**src/rtl/tmwe_ram.sv**
```systemverilog
// Generic single-write, single-read memory with registered read data.
// No dependencies.
module tmwe_ram #(
   parameter int WIDTH = 8,
   parameter int DEPTH = 16
) (
   input  logic                     clock,
   input  logic                     wr_en,
   input  logic [$clog2(DEPTH)-1:0] wr_addr,
   input  logic [WIDTH-1:0]         wr_data,
   input  logic [$clog2(DEPTH)-1:0] rd_addr,
   output logic [WIDTH-1:0]         rd_data
);

   logic [WIDTH-1:0] mem_ff [DEPTH];
   logic [WIDTH-1:0] rd_data_ff;

   // Write port and registered read port.
   always_ff @(posedge clock) begin
      if (wr_en) begin
         mem_ff[wr_addr] <= wr_data;
      end
      rd_data_ff <= mem_ff[rd_addr];
   end

   assign rd_data = rd_data_ff;

endmodule

```
**config.mk**
```make
export PLATFORM = sky130hd
export DESIGN_NAME = tmwe_ram
export DESIGN_NICKNAME = d
export VERILOG_FILES = /design/src/rtl/tmwe_ram.sv
export SDC_FILE = /design/constraint.sdc
export NUM_CORES = 1
export LEC_CHECK = 0
export BUFFER_PORTS_ARGS = -buffer_cell sky130_fd_sc_hd__buf_2
export CAP_MARGIN = 20
export CORE_ASPECT_RATIO = 0.9
export CORE_MARGIN = 1.5
export CORE_UTILIZATION = 55
export CTS_BUF_LIST = sky130_fd_sc_hd__clkbuf_16
export CTS_CLUSTER_DIAMETER = 50
export DETAILED_ROUTE_END_ITERATION = 12
export GPL_TIMING_DRIVEN = 0
export MAX_ROUTING_LAYER = met4
export PLACE_DENSITY = 0.83
export SETUP_SLACK_MARGIN = 0.3
export SYNTH_ARGS = -nofsm -noshare
export SYNTH_HDL_FRONTEND = slang
export SYNTH_SLANG_ARGS = --single-unit
export TNS_END_PERCENT = 5
```
**constraint.sdc**
```tcl
create_clock -name clock -period 2.3 [get_ports clock]
set_clock_uncertainty 0.2 [all_clocks]
set_input_delay 0.345 -clock clock [delete_from_list [all_inputs] [get_ports clock]]
set_output_delay 0.345 -clock clock [all_outputs]
set_load 0.05 [all_outputs]
```
Word level (Yosys, flattened, before mapping)
Memory sizes are Yosys's and may differ from the RTL's. A register that Yosys moved wholly into a read port is not among the register bits.
Cells that the tools add are included.
- memories kept: 1
- bits in writable memories: 128
- output and inout bits: 8
- logic and storage cells: 3
- register bits: 0
- input bits: 18
- mux-type cells: 2
- memories (memory ; words ; width ; rd ports ; clocked after memory_dff ; wr ports ; line ; RTL):
    mem_ff ; 16 ; 8 ; 1 ; 1 ; 1 ; 15 ; logic [WIDTH-1:0] mem_ff [DEPTH];
- operators with widths (cell ; count):
    $mux 1 ; 2

Logic depth before layout (Yosys ltp)
Gate-level depths: netlist of run 1.
- word-level depth: 2
- gate-level depth with buffers: 5
- gate-level depth less buffers: 3

Least setup slack after synthesis of run 1
No wires, ideal clock.
- path kind: input-to-reg
- start: input wr_addr[2]
- end: memory mem_ff[0][0] (enable)
- slack: 0.262 ns
- buffers on the path: 0
- required time: 1.717 ns
- arrival: 1.455 ns
- setup time: 0.383 ns
- stages on the path: 2
- cell sequence: or3b_2 -> nor3_1
- RTL lines (item ; line ; RTL):
    start, declared ; 9 ; input logic [$clog2(DEPTH)-1:0] wr_addr,
    end, declared ; 15 ;
No word-level cell before the write port.

Worst setup path in the final report of run 1
- start: input wr_addr[2]
- end: memory mem_ff[2][0] (enable)
No word-level cell before the write port.

==> impl_results.md, run 1 <==
- Status: finished clean
- Core Region: 9080 um^2
- Most Crowded Layer GR: met2
- M1 GR Usage: 29.8%
- Worst min path class: primary input to flop
- TritonCTS clock tree: yes
- Root buf cell: clkbuf_16
- Asr flop ratio synth: 0%
- Count of final max-slew check failures: 0
- Remaining antenna violation count: 0
- Max transition margin: 40.9%
- Top FF cell, synth: edfxtp_1
- Largest net degree at the start of global routing: 17
- Filler cells: 574
- Area grow syn2layout: 18.0%
- Crit-path max FO: 8
- Reg2Reg Launch Point: mem_ff[15][0]
- Crit path time final: 1.86 ns
- Placer Congestion: 0.800
- CP Capture Type: flop
- Hold Startpoint: wr_data[6]
- Final Net Count: 293
- Met3 Use GR: 7.11%
- Initial DRC Count: 182
- Cts repair resizes: 0
- Post-DP HPWL: 5870 um
- Setup violators final: 0
- LEAKAGE: 2.06 nW
- Die extent in x: 105 um
- Hold path depth: 1
- Crit path arrival time: 1.70 ns
- TNS Setup: 0 ns
- Post-synth EDFFs: 128
- CTS hold repair buffers: 0
- Grt ovf: 0
- I/O pins: 26
- Crit-path max cell delay: 0.70 ns
- Clk buf depth: 2
- GR Layer Usage met2: 34.2%
- Setup repair bufs after CTS: 0
- # rows: 33
- Post-placement cell area: 5450 um^2
- CP Launch Type: primary input
- Reg2Reg Setup Slack: 0.67 ns
- Utilization after layout: 66.9%
- Post-synthesis average cell area: 22.5 um^2
- Most frequent cells in the layout: edfxtp_1 (128), buf_2 (27), mux4_2 (18)
- H-tree depth: 4
- Tot GR Track Use: 23.0%
- Vias in the first global route: 2,480
- Delay-heaviest family, CP: simple AND/OR/NAND/NOR gates
- Yosys cell types: 19
- DR WL/cell: 23.6 um
- Peak supply drop: 0.000641 V
- Worst Tran Pin Value: 0.883 ns
- Hold Path End: mem_ff[6][6]
- # diodes: 0
- Initial antenna violation count: 0
- Die area: 9950 um^2
- Synth warnings: 0
- Instance count of the mapped netlist: 229
- RSZ-0062 raised after global routing: no
- Synth area leader: edfxtp_1
- First-pass GRT wire length: 14,800 um
- Hold Vio Cnt, Final: 0
- RR Endpoint: rd_data[0]
- Die height: 94.8 um
- Post-route cell area: 6070 um^2
- Seq. cell area: 4000 um^2
- Starting density of the core: 56.7%
- DR pass1 iterations: 4
- Worst Path Class, Setup: primary input to flop
- Crit path cell chain: buf_2, or3b_2, nor2_1
- Seq cells post-synth: 136
- Worst EP required: 2.14 ns
- Slowest-stage cell, CP: nor2_1
- Final Hold Slack: 0.137 ns
- Post-synth top area share: 74.7%
- Worst-Skew Late Latency: 0.42 ns
- Via density: 5.85
- Commonest non-fill, non-tap cell in the layout: edfxtp_1
- Syn_nets: 247
- Final period util: 80.8%
- Share of layout cells above drive strength 1: 30.6%
- Drt drc: 0
- Clock transition at path regs: 0.06 ns
- CTS buffer count: 17
- IO Port Bufs: 24
- Routed wire length: 9690 um
- Fmax: 538 MHz
- Synth area leaders: edfxtp_1 (75%), mux4_2 (7.9%), mux4_1 (7.1%), dfxtp_1 (3.1%), a22oi_1 (2.3%)
- Overall power: 5.96 mW
- Synth Cell Area: 5150 um^2
- Max-Cap Viols: 0
- Buf/Inv on CP: 1
- Number of clock sinks: 136
- Multi-input logic area: 1060 um^2
- Routed vias: 2,398
- R2R cell count: 3
- Power Dens Cells: 981 nW/um^2
- Seq/Total Area, Yosys: 77.8%
## worst register-to-register path, stage by stage (launching register included)
cell and delay (ns):
edfxtp_1 0.36, mux4_2 0.52, a22oi_1 0.32, nand2_1 0.10
## sequential cells by signal (all words and copies together), names as in the netlist
signal / cells
mem_ff: 128
rd_data: 8
## layer usage
layer | vias up | part of all wire (%)
li1 | 1070 | -
met1 | 1222 | 43
met2 | 87 | 49
met3 | 19 | 5.1
met4 | 0 | 2.7
met5 | - | 0
## logic make-up after synthesis
kind of cell	Yosys count	synth area share, %
and+or+nand+nor	35	3.18
DFF	136	77.8
muxes	32	15.0
AOI/OAI and AO/OA	16	2.33
buffers and inverters	10	1.68
## power by group
group	switching (mW)	total, mW	internal, mW
logic	0.207	0.318	0.111
clock network	1.04	2.86	1.82
registers	0.0129	2.78	2.77
## final cells by class
class,instances,area share (%)
Sequential cell,136,65.9
Buffer,10,1.42
Clock buffer,17,7.00
Tap cell,122,2.51
Clock inverter,15,3.30
Multi-Input combinational cell,83,17.5
Timing Repair Buffer,27,2.35
## worst max-delay path by stage
| stage | from | end | depth (start not counted) |
|---|---|---|---|
| 2_1_floorplan | wr_addr[2] | mem_ff[3][0] | 2 |
| 3_3_place_gp | wr_addr[3] | mem_ff[4][0] | 3 |
| 3_5_place_dp | wr_addr[2] | mem_ff[2][3] | 3 |
| 4_1_cts | wr_addr[2] | mem_ff[2][4] | 3 |
| 5_1_grt | wr_addr[2] | mem_ff[2][4] | 3 |
| 6_report | wr_addr[2] | mem_ff[2][0] | 3 |
## stage by stage
step,worst slack [ns],instances
2_1_floorplan,0.489,229
3_3_place_gp,0.0303,375
4_1_cts,0.435,410
5_1_grt,0.389,410
6_report,0.441,410
3_5_place_dp,0.0231,378
## synth_stat cells (all sizes together) (2+ instances only)
cell type	instances
nor3	4
nor2	13
a22oi	16
nand3b	2
edfxtp	128
buf	7
nand2	9
mux4	32
dfxtp	8
clkdlybuf4s25	3
nand2b	2
Note: power is estimated with default switching activity, not from simulation.
==> run 2, diff against run 1 <==
--- a/config.mk
+++ b/config.mk
@@ -9,13 +9,13 @@
 export CAP_MARGIN = 20
 export CORE_ASPECT_RATIO = 0.9
 export CORE_MARGIN = 1.5
-export CORE_UTILIZATION = 55
+export CORE_UTILIZATION = 54
 export CTS_BUF_LIST = sky130_fd_sc_hd__clkbuf_16
 export CTS_CLUSTER_DIAMETER = 50
 export DETAILED_ROUTE_END_ITERATION = 12
 export GPL_TIMING_DRIVEN = 0
 export MAX_ROUTING_LAYER = met4
-export PLACE_DENSITY = 0.83
+export PLACE_DENSITY = 0.84
 export SETUP_SLACK_MARGIN = 0.3
 export SYNTH_ARGS = -nofsm -noshare
 export SYNTH_HDL_FRONTEND = slang
==> constraint.sdc (replaced) <==
create_clock -name clock -period 1.57 [get_ports clock]
set_clock_uncertainty 0.2 [all_clocks]
set_input_delay 0.2355 -clock clock [delete_from_list [all_inputs] [get_ports clock]]
set_output_delay 0.2355 -clock clock [all_outputs]
set_load 0.05 [all_outputs]
==> run 2 against run 1 <==
Cell count down 0.73%. Core utilization down 0.86 points. Count of clock-buffer cells in the layout unchanged. Total power up 37%. Die area up 1.8%. Flip-flop and latch count unchanged. Wire length up 0.53%. Sequential share of layout area up 0.26 points. Largest cell class unchanged.
==> impl_results.md, run 2 (synthesis gave the netlist of run 1 again) <==
- Most frequent cells in the layout: edfxtp_1 (128), mux4_2 (32), buf_2 (27)
- Die area: 10,100 um^2 (+1.8%)
- First-pass GRT wire length: 14,800 um (+0.14%)
- CTS buffer count: 17 (unchanged)
- Top reg by flops: mem_ff
- Routed wire length: 9740 um (+0.53%)
- NetSw: 1.78 mW (+42%)
- Starting density of the core: 56.2% (-0.51 points)
- Number of clock sinks: 136 (unchanged)
- Buf/Inv on CP: 0 (-1)
- Routed vias: 2,451 (+2.2%)
- Worst min path class: primary input to flop
- Setup WS post-layout: 0.0819 ns (-0.359 ns)
- Post-place setup slack: -0.290 ns (-0.313 ns)
- Clk buf depth: 2 (unchanged)
- Slowest-stage cell, CP: mux4_2
- Root buf cell: clkbuf_16
- Worst Tran Pin Value: 0.752 ns (-0.131 ns)
- Initial DRC Count: 277 (+52%)
- Fmax: 672 MHz
- Crit-path max cell delay: 0.50 ns (-0.20 ns)
- Worst EP required: 1.66 ns (-0.48 ns)
- Max transition margin: 49.7% (+8.8 points)
- Flop pwr share: 50.0% (+3.3 points)
- Max-Cap Viols: 0 (unchanged)
- Die height: 95.6 um (+0.90%)
- DR pass1 iterations: 5 (+1)
- Share of layout cells above drive strength 1: 42.8% (+12 points)
- Placed Cells: 375 (-0.79%)
- Comb pwr share: 6.3% (+1.0 points)
- Crit-path max FO: 1 (-7)
- Overall power: 8.17 mW (+37%)
- Via density: 6.02 (+3.0%)
- Stages on the worst setup path: 3 (unchanged)
- Remaining antenna violation count: 0 (unchanged)
- Largest net degree at the start of global routing: 17 (unchanged)
- H-tree depth: 4 (unchanged)
- CP Launch Type: flop
- Drt drc: 0 (unchanged)
- Delay-heaviest family, CP: multiplexers
- Crit path cell chain: mux4_2, a22oi_2, nand2_1
- # rows: 33 (unchanged)
- R2R cell count: 3 (unchanged)
- Hold Vio Cnt, Final: 0 (unchanged)
- DR WL/cell: 23.9 um (+1.3%)
- Clock transition at path regs: 0.06 ns (about the same)
- Area grow syn2layout: 17.5%
- Final Hold Slack: 0.0235 ns (-0.114 ns)
- Crit path arrival time: 1.58 ns (-0.12 ns)
- I/O pins: 26 (unchanged)
- Non-Filler Instances: 407 (-0.73%)
- Commonest non-fill, non-tap cell in the layout: edfxtp_1
- Max FFs per register: 128 (unchanged)
- CP Capture Type: flop
- Count of final max-slew check failures: 0 (unchanged)
- CTS hold repair buffers: 0 (unchanged)
- RSZ-0062 raised after global routing: yes
- Setup repair bufs after CTS: 0 (unchanged)
- Placer Congestion: 0.779 (-2.7%)
- Worst-Skew Late Latency: 0.41 ns (about the same)
- TritonCTS clock tree: yes
- Pint: 6.38 mW (+36%)
- # diodes: 0 (unchanged)
- Core Region: 9170 um^2 (+0.91%)
- Post-DP HPWL: 5790 um (-1.4%)
- Power Dens Cells: 1350 nW/um^2 (+38%)
- Sw Share: 21.8% (+0.73 points)
- Crit path time final: 1.49 ns
- Initial antenna violation count: 0 (unchanged)
- Worst Path Class, Setup: flop to flop
- Status: finished clean
- Final Net Count: 290 (-1.0%)
- Tot GR Track Use: 22.5% (-0.44 points)
- Hold path depth: 1 (unchanged)
- Peak supply drop: 0.000796 V (+24%)
- IO Port Bufs: 24 (unchanged)
- Final period util: 94.8%
- Setup violators final: 0 (unchanged)
- Grt ovf: 0 (unchanged)
- Vias in the first global route: 2,486 (+0.24%)
- Die extent in x: 106 um (+0.90%)
- Clock share of power: 43.7% (-4.2 points)
- TNS Setup: 0 ns (unchanged)
- LEAKAGE: 1.96 nW (-4.8%)
run 2: cell count changes in the layout (fill, tap and decap cells not counted), sizes merged:
| cell | before | now |
|---|---|---|
| buf | 34 | 31 |
| inv | 5 | 2 |
| clkinvlp | 3 | 5 |
| bufinv | 4 | 1 |
| clkinv | 3 | 7 |
run 2: worst reg2reg max path, delay by kind of cell (launching register included):
kind | cells | cell delay [ns]
and+or+nand+nor | 1 | 0.09
DFF | 1 | 0.36
muxes | 1 | 0.50
AOI/OAI and AO/OA | 1 | 0.22
run 2: worst paths after layout:
check        slack [ns]       endpoint    startpoint
max reg2reg        0.08     rd_data[0]  mem_ff[4][0]
min reg2reg        0.49     rd_data[3]  mem_ff[2][3]
min                0.02  mem_ff[15][2]    wr_data[2]
max                0.08     rd_data[0]  mem_ff[4][0]
run 2: power groups by stage:
stage	clock [mW]	combinational, mW	sequential, mW
after floorplan	0	0.223	4.24
after global placement	0	0.472	4.15
after detailed placement	0	0.479	4.16
after CTS	3.60	0.498	4.08
after global routing	3.75	0.541	4.09
final	3.57	0.513	4.08
run 2: layout make-up:
class                           instances  area [um^2]
Buffer                                 10          103
Clock buffer                           17          425
Clock inverter                         15          115
Fill cell                             561         3120
Multi-Input combinational cell         83         1130
Sequential cell                       136         4000
Tap cell                              122          153
Timing Repair Buffer                   24          120
run 2: per-stage QoR:
| stage | util, % | cell area (um^2) |
|---|---|---|
| floorplan | - | 5150 |
| global placement | 59.2 | 5420 |
| detailed placement | 59.2 | 5420 |
| CTS | 65.4 | 5990 |
| global route | 66.0 | 6050 |
| finish | 66.0 | 6050 |
run 2: what timing repair did:
| action | in CTS | in global routing |
|---|---|---|
| setup endpoints to repair | 136 | 144 |
| gates resized for setup | 7 | 16 |
| pin swaps | 1 | 2 |
run 2: layer usage:
metal  GRT usage (%)  up-vias  wire length [um]
li1                -     1052                 -
met1            29.6     1246              3770
met2            34.2      137              4880
met3            5.33       16               861
met4            9.91        0               225
met5               -        -                 0
==> run 3, diff against run 2 <==
--- a/config.mk
+++ b/config.mk
@@ -5,17 +5,18 @@
 export SDC_FILE = /design/constraint.sdc
 export NUM_CORES = 1
 export LEC_CHECK = 0
+export ABC_AREA = 1
 export BUFFER_PORTS_ARGS = -buffer_cell sky130_fd_sc_hd__buf_2
 export CAP_MARGIN = 20
 export CORE_ASPECT_RATIO = 0.9
 export CORE_MARGIN = 1.5
-export CORE_UTILIZATION = 54
+export CORE_UTILIZATION = 55
 export CTS_BUF_LIST = sky130_fd_sc_hd__clkbuf_16
 export CTS_CLUSTER_DIAMETER = 50
 export DETAILED_ROUTE_END_ITERATION = 12
 export GPL_TIMING_DRIVEN = 0
 export MAX_ROUTING_LAYER = met4
-export PLACE_DENSITY = 0.84
+export PLACE_DENSITY = 0.85
 export SETUP_SLACK_MARGIN = 0.3
 export SYNTH_ARGS = -nofsm -noshare
 export SYNTH_HDL_FRONTEND = slang
==> run 3 against run 2 <==
Die area is 9.7% higher. Largest power group unchanged. Core utilization is 0.88 points lower. Count of clock-buffer cells in the layout stayed put.
==> impl_results.md, run 3 <==
- Yosys cell types: 12 (-7)
- Crit path cell chain: buf_2, nand3b_1, nor2_1
- Top FF cell, synth: edfxtp_1
- First-pass GRT wire length: 21,000 um (+42%)
- Pint: 6.71 mW (+5.2%)
- Seq cells post-synth: 136 (unchanged)
- DR pass1 iterations: 5 (unchanged)
- Final Net Count: 610 (+110%)
- Synth warnings: 0 (unchanged)
- Core Region: 10,200 um^2 (+11%)
- Tot GR Track Use: 26.9% (+4.4 points)
- CTS buffer count: 17 (unchanged)
- Utilization after layout: 65.1% (-0.88 points)
- Synth area leaders: edfxtp_1 (67%), nand2_1 (11%), nand3_1 (8.4%), inv_1 (6.5%), dfxtp_1 (2.8%)
- Worst-Skew Late Latency: 0.41 ns (about the same)
- Asr flop ratio synth: 0% (unchanged)
- Clk buf depth: 2 (unchanged)
- Via density: 5.48 (-9.1%)
- Die height: 100 um (+4.7%)
- Max-Cap Viols: 0 (unchanged)
- Crit-path max FO: 8 (+7)
- Die area: 11,100 um^2 (+9.7%)
- CP Capture Type: flop
- NetSw: 1.99 mW (+12%)
- I/O pins: 26 (unchanged)
- Sw Share: 22.9% (+1.1 points)
- Worst EP required: 1.41 ns (-0.25 ns)
- CP Launch Type: primary input
- Delay-heaviest family, CP: simple AND/OR/NAND/NOR gates
- Crit-path max cell delay: 0.71 ns (+0.21 ns)
- Power Dens Cells: 1310 nW/um^2 (-2.9%)
- Initial DRC Count: 504 (+82%)
- # rows: 35 (+6.1%)
- DR WL/cell: 18.7 um (-22%)
- Synth area leader: edfxtp_1
- RSZ-0062 raised after global routing: yes
- Most frequent cell after synthesis: nand2_1
- Most frequent cells in the layout: nand2_1 (173), edfxtp_1 (128), inv_1 (101)
- Crit path time final: 1.46 ns (-0.0257 ns)
- Status: finished clean
- Buf/Inv on CP: 1 (+1)
- Die extent in x: 111 um (+4.7%)
- Commonest non-fill, non-tap cell in the layout: nand2_1
- Seq/Total Area, Yosys: 69.4% (-8.4 points)
- Clock transition at path regs: 0.06 ns (about the same)
- Hold Vio Cnt, Final: 0 (unchanged)
- Final Hold Slack: 0.0346 ns (+0.0111 ns)
- Remaining antenna violation count: 0 (unchanged)
- Slowest-stage cell, CP: nor2_1
- Comb pwr share: 7.0% (+0.7 points)
- Fmax: 684 MHz (+1.8%)
- Worst Tran Pin Value: 0.900 ns (+0.148 ns)
- Area grow syn2layout: 15.2%
- Synth top cells by count: nand2_1 (173), edfxtp_1 (128), inv_1 (100)
- Instance count of the mapped netlist: 551 (+140%)
- Grt ovf: 0 (unchanged)
- Max transition margin: 39.8% (-9.9 points)
- Placer Congestion: 0.921 (+18%)
- Post-synth top area share: 66.7% (-8.0 points)
- IO Port Bufs: 22 (-8.3%)
- Max FFs per register: 128 (unchanged)
- Largest net degree at the start of global routing: 17 (unchanged)
- Count of final max-slew check failures: 0 (unchanged)
- Setup violators final: 0 (unchanged)
- Final period util: 93.1% (-1.6 points)
- Post-DP HPWL: 8800 um (+52%)
- Number of clock sinks: 136 (unchanged)
- Initial antenna violation count: 0 (unchanged)
- Setup repair bufs after CTS: 0 (unchanged)
- Drt drc: 0 (unchanged)
- Post-synth EDFFs: 128 (unchanged)
- Post-synthesis average cell area: 10.5 um^2 (-53%)
- Peak supply drop: 0.00126 V (+58%)
- Synth Cell Area: 5770 um^2 (+12%)
- Crit path arrival time: 1.30 ns (-0.28 ns)
- Worst Path Class, Setup: primary input to flop
- LEAKAGE: 2.90 nW (+48%)
- Routed vias: 4,020 (+64%)
- Syn_nets: 569 (+130%)
- Top reg by flops: mem_ff
- Routed wire length: 13,700 um (+41%)
- H-tree depth: 4 (unchanged)
- # diodes: 0 (unchanged)
- Vias in the first global route: 3,783 (+52%)
- Clock share of power: 46.1% (+2.4 points)
- TritonCTS clock tree: yes
- Starting density of the core: 56.5% (+0.36 points)
- Flop pwr share: 46.9% (-3.1 points)
- Worst min path class: primary input to flop
- Root buf cell: clkbuf_16
- Share of layout cells above drive strength 1: 13.2% (-30 points)
run 3: cell families (layout without fill, tap and decap cells):
group                  Yosys count  in the layout  synth area share, %
flip-flops                     136            136                 69.4
AND/OR/NAND/NOR                289            289                 21.0
buffers and inverters          126            180                 9.52
run 3: path summary, 6_finish.rpt:
| path | start | endpoint | slack, ns | cells after the start |
|---|---|---|---|---|
| max | wr_addr[3] | mem_ff[5][0] | 0.11 | 3 |
| min | wr_data[6] | mem_ff[15][6] | 0.03 | 1 |
| max reg2reg | mem_ff[10][0] | rd_data[0] | 0.29 | 6 |
| min reg2reg | mem_ff[2][1] | rd_data[1] | 0.48 | 6 |
run 3: routing by layer:
layer	global-route usage (%)	vias up	routed length [um]
li1	-	1858	-
met4	7.40	0	191
met5	-	-	0
met1	37.0	1910	5650
met2	40.7	231	6490
met3	6.70	21	1370
run 3: final cells by class:
cell class                      count  area (um^2)
Buffer                             24          166
Clock buffer                       17          425
Clock inverter                     15          175
Fill cell                         741         3560
Inverter                          102          383
Multi-Input combinational cell    289         1220
Sequential cell                   136         4000
Tap cell                          129          161
Timing Repair Buffer               22          110
run 3: power groups by stage:
stage	sequential (mW)	clock (mW)	combinational, mW
3_5_place_dp	4.16	0	0.595
2_1_floorplan	4.24	0	0.286
4_1_cts	4.08	4.02	0.602
6_report	4.08	4.02	0.609
3_3_place_gp	4.15	0	0.582
5_1_grt	4.09	4.18	0.656
run 3: repair_timing:
item | CTS | global route
gates resized for setup | 1 | 1
setup endpoints to repair | 120 | 132
pin swaps | 0 | 0
hold buffers | 0 | 0
run 3: per-stage QoR:
| stage | std cells | cell area, um^2 | power [mW] | setup TNS (ns) | worst slack (ns) |
|---|---|---|---|---|---|
| after CTS | 734 | 6640 | 8.71 | 0 | 0.137 |
| after floorplan | 551 | 5770 | 4.52 | 0 | 0.184 |
| after global routing | 734 | 6640 | 8.92 | 0 | 0.0846 |
| final | 734 | 6640 | 8.71 | 0 | 0.108 |
| after detailed placement | 702 | 6040 | 4.75 | -26.20 | -0.310 |
| after global placement | 702 | 6040 | 4.73 | -22.52 | -0.264 |
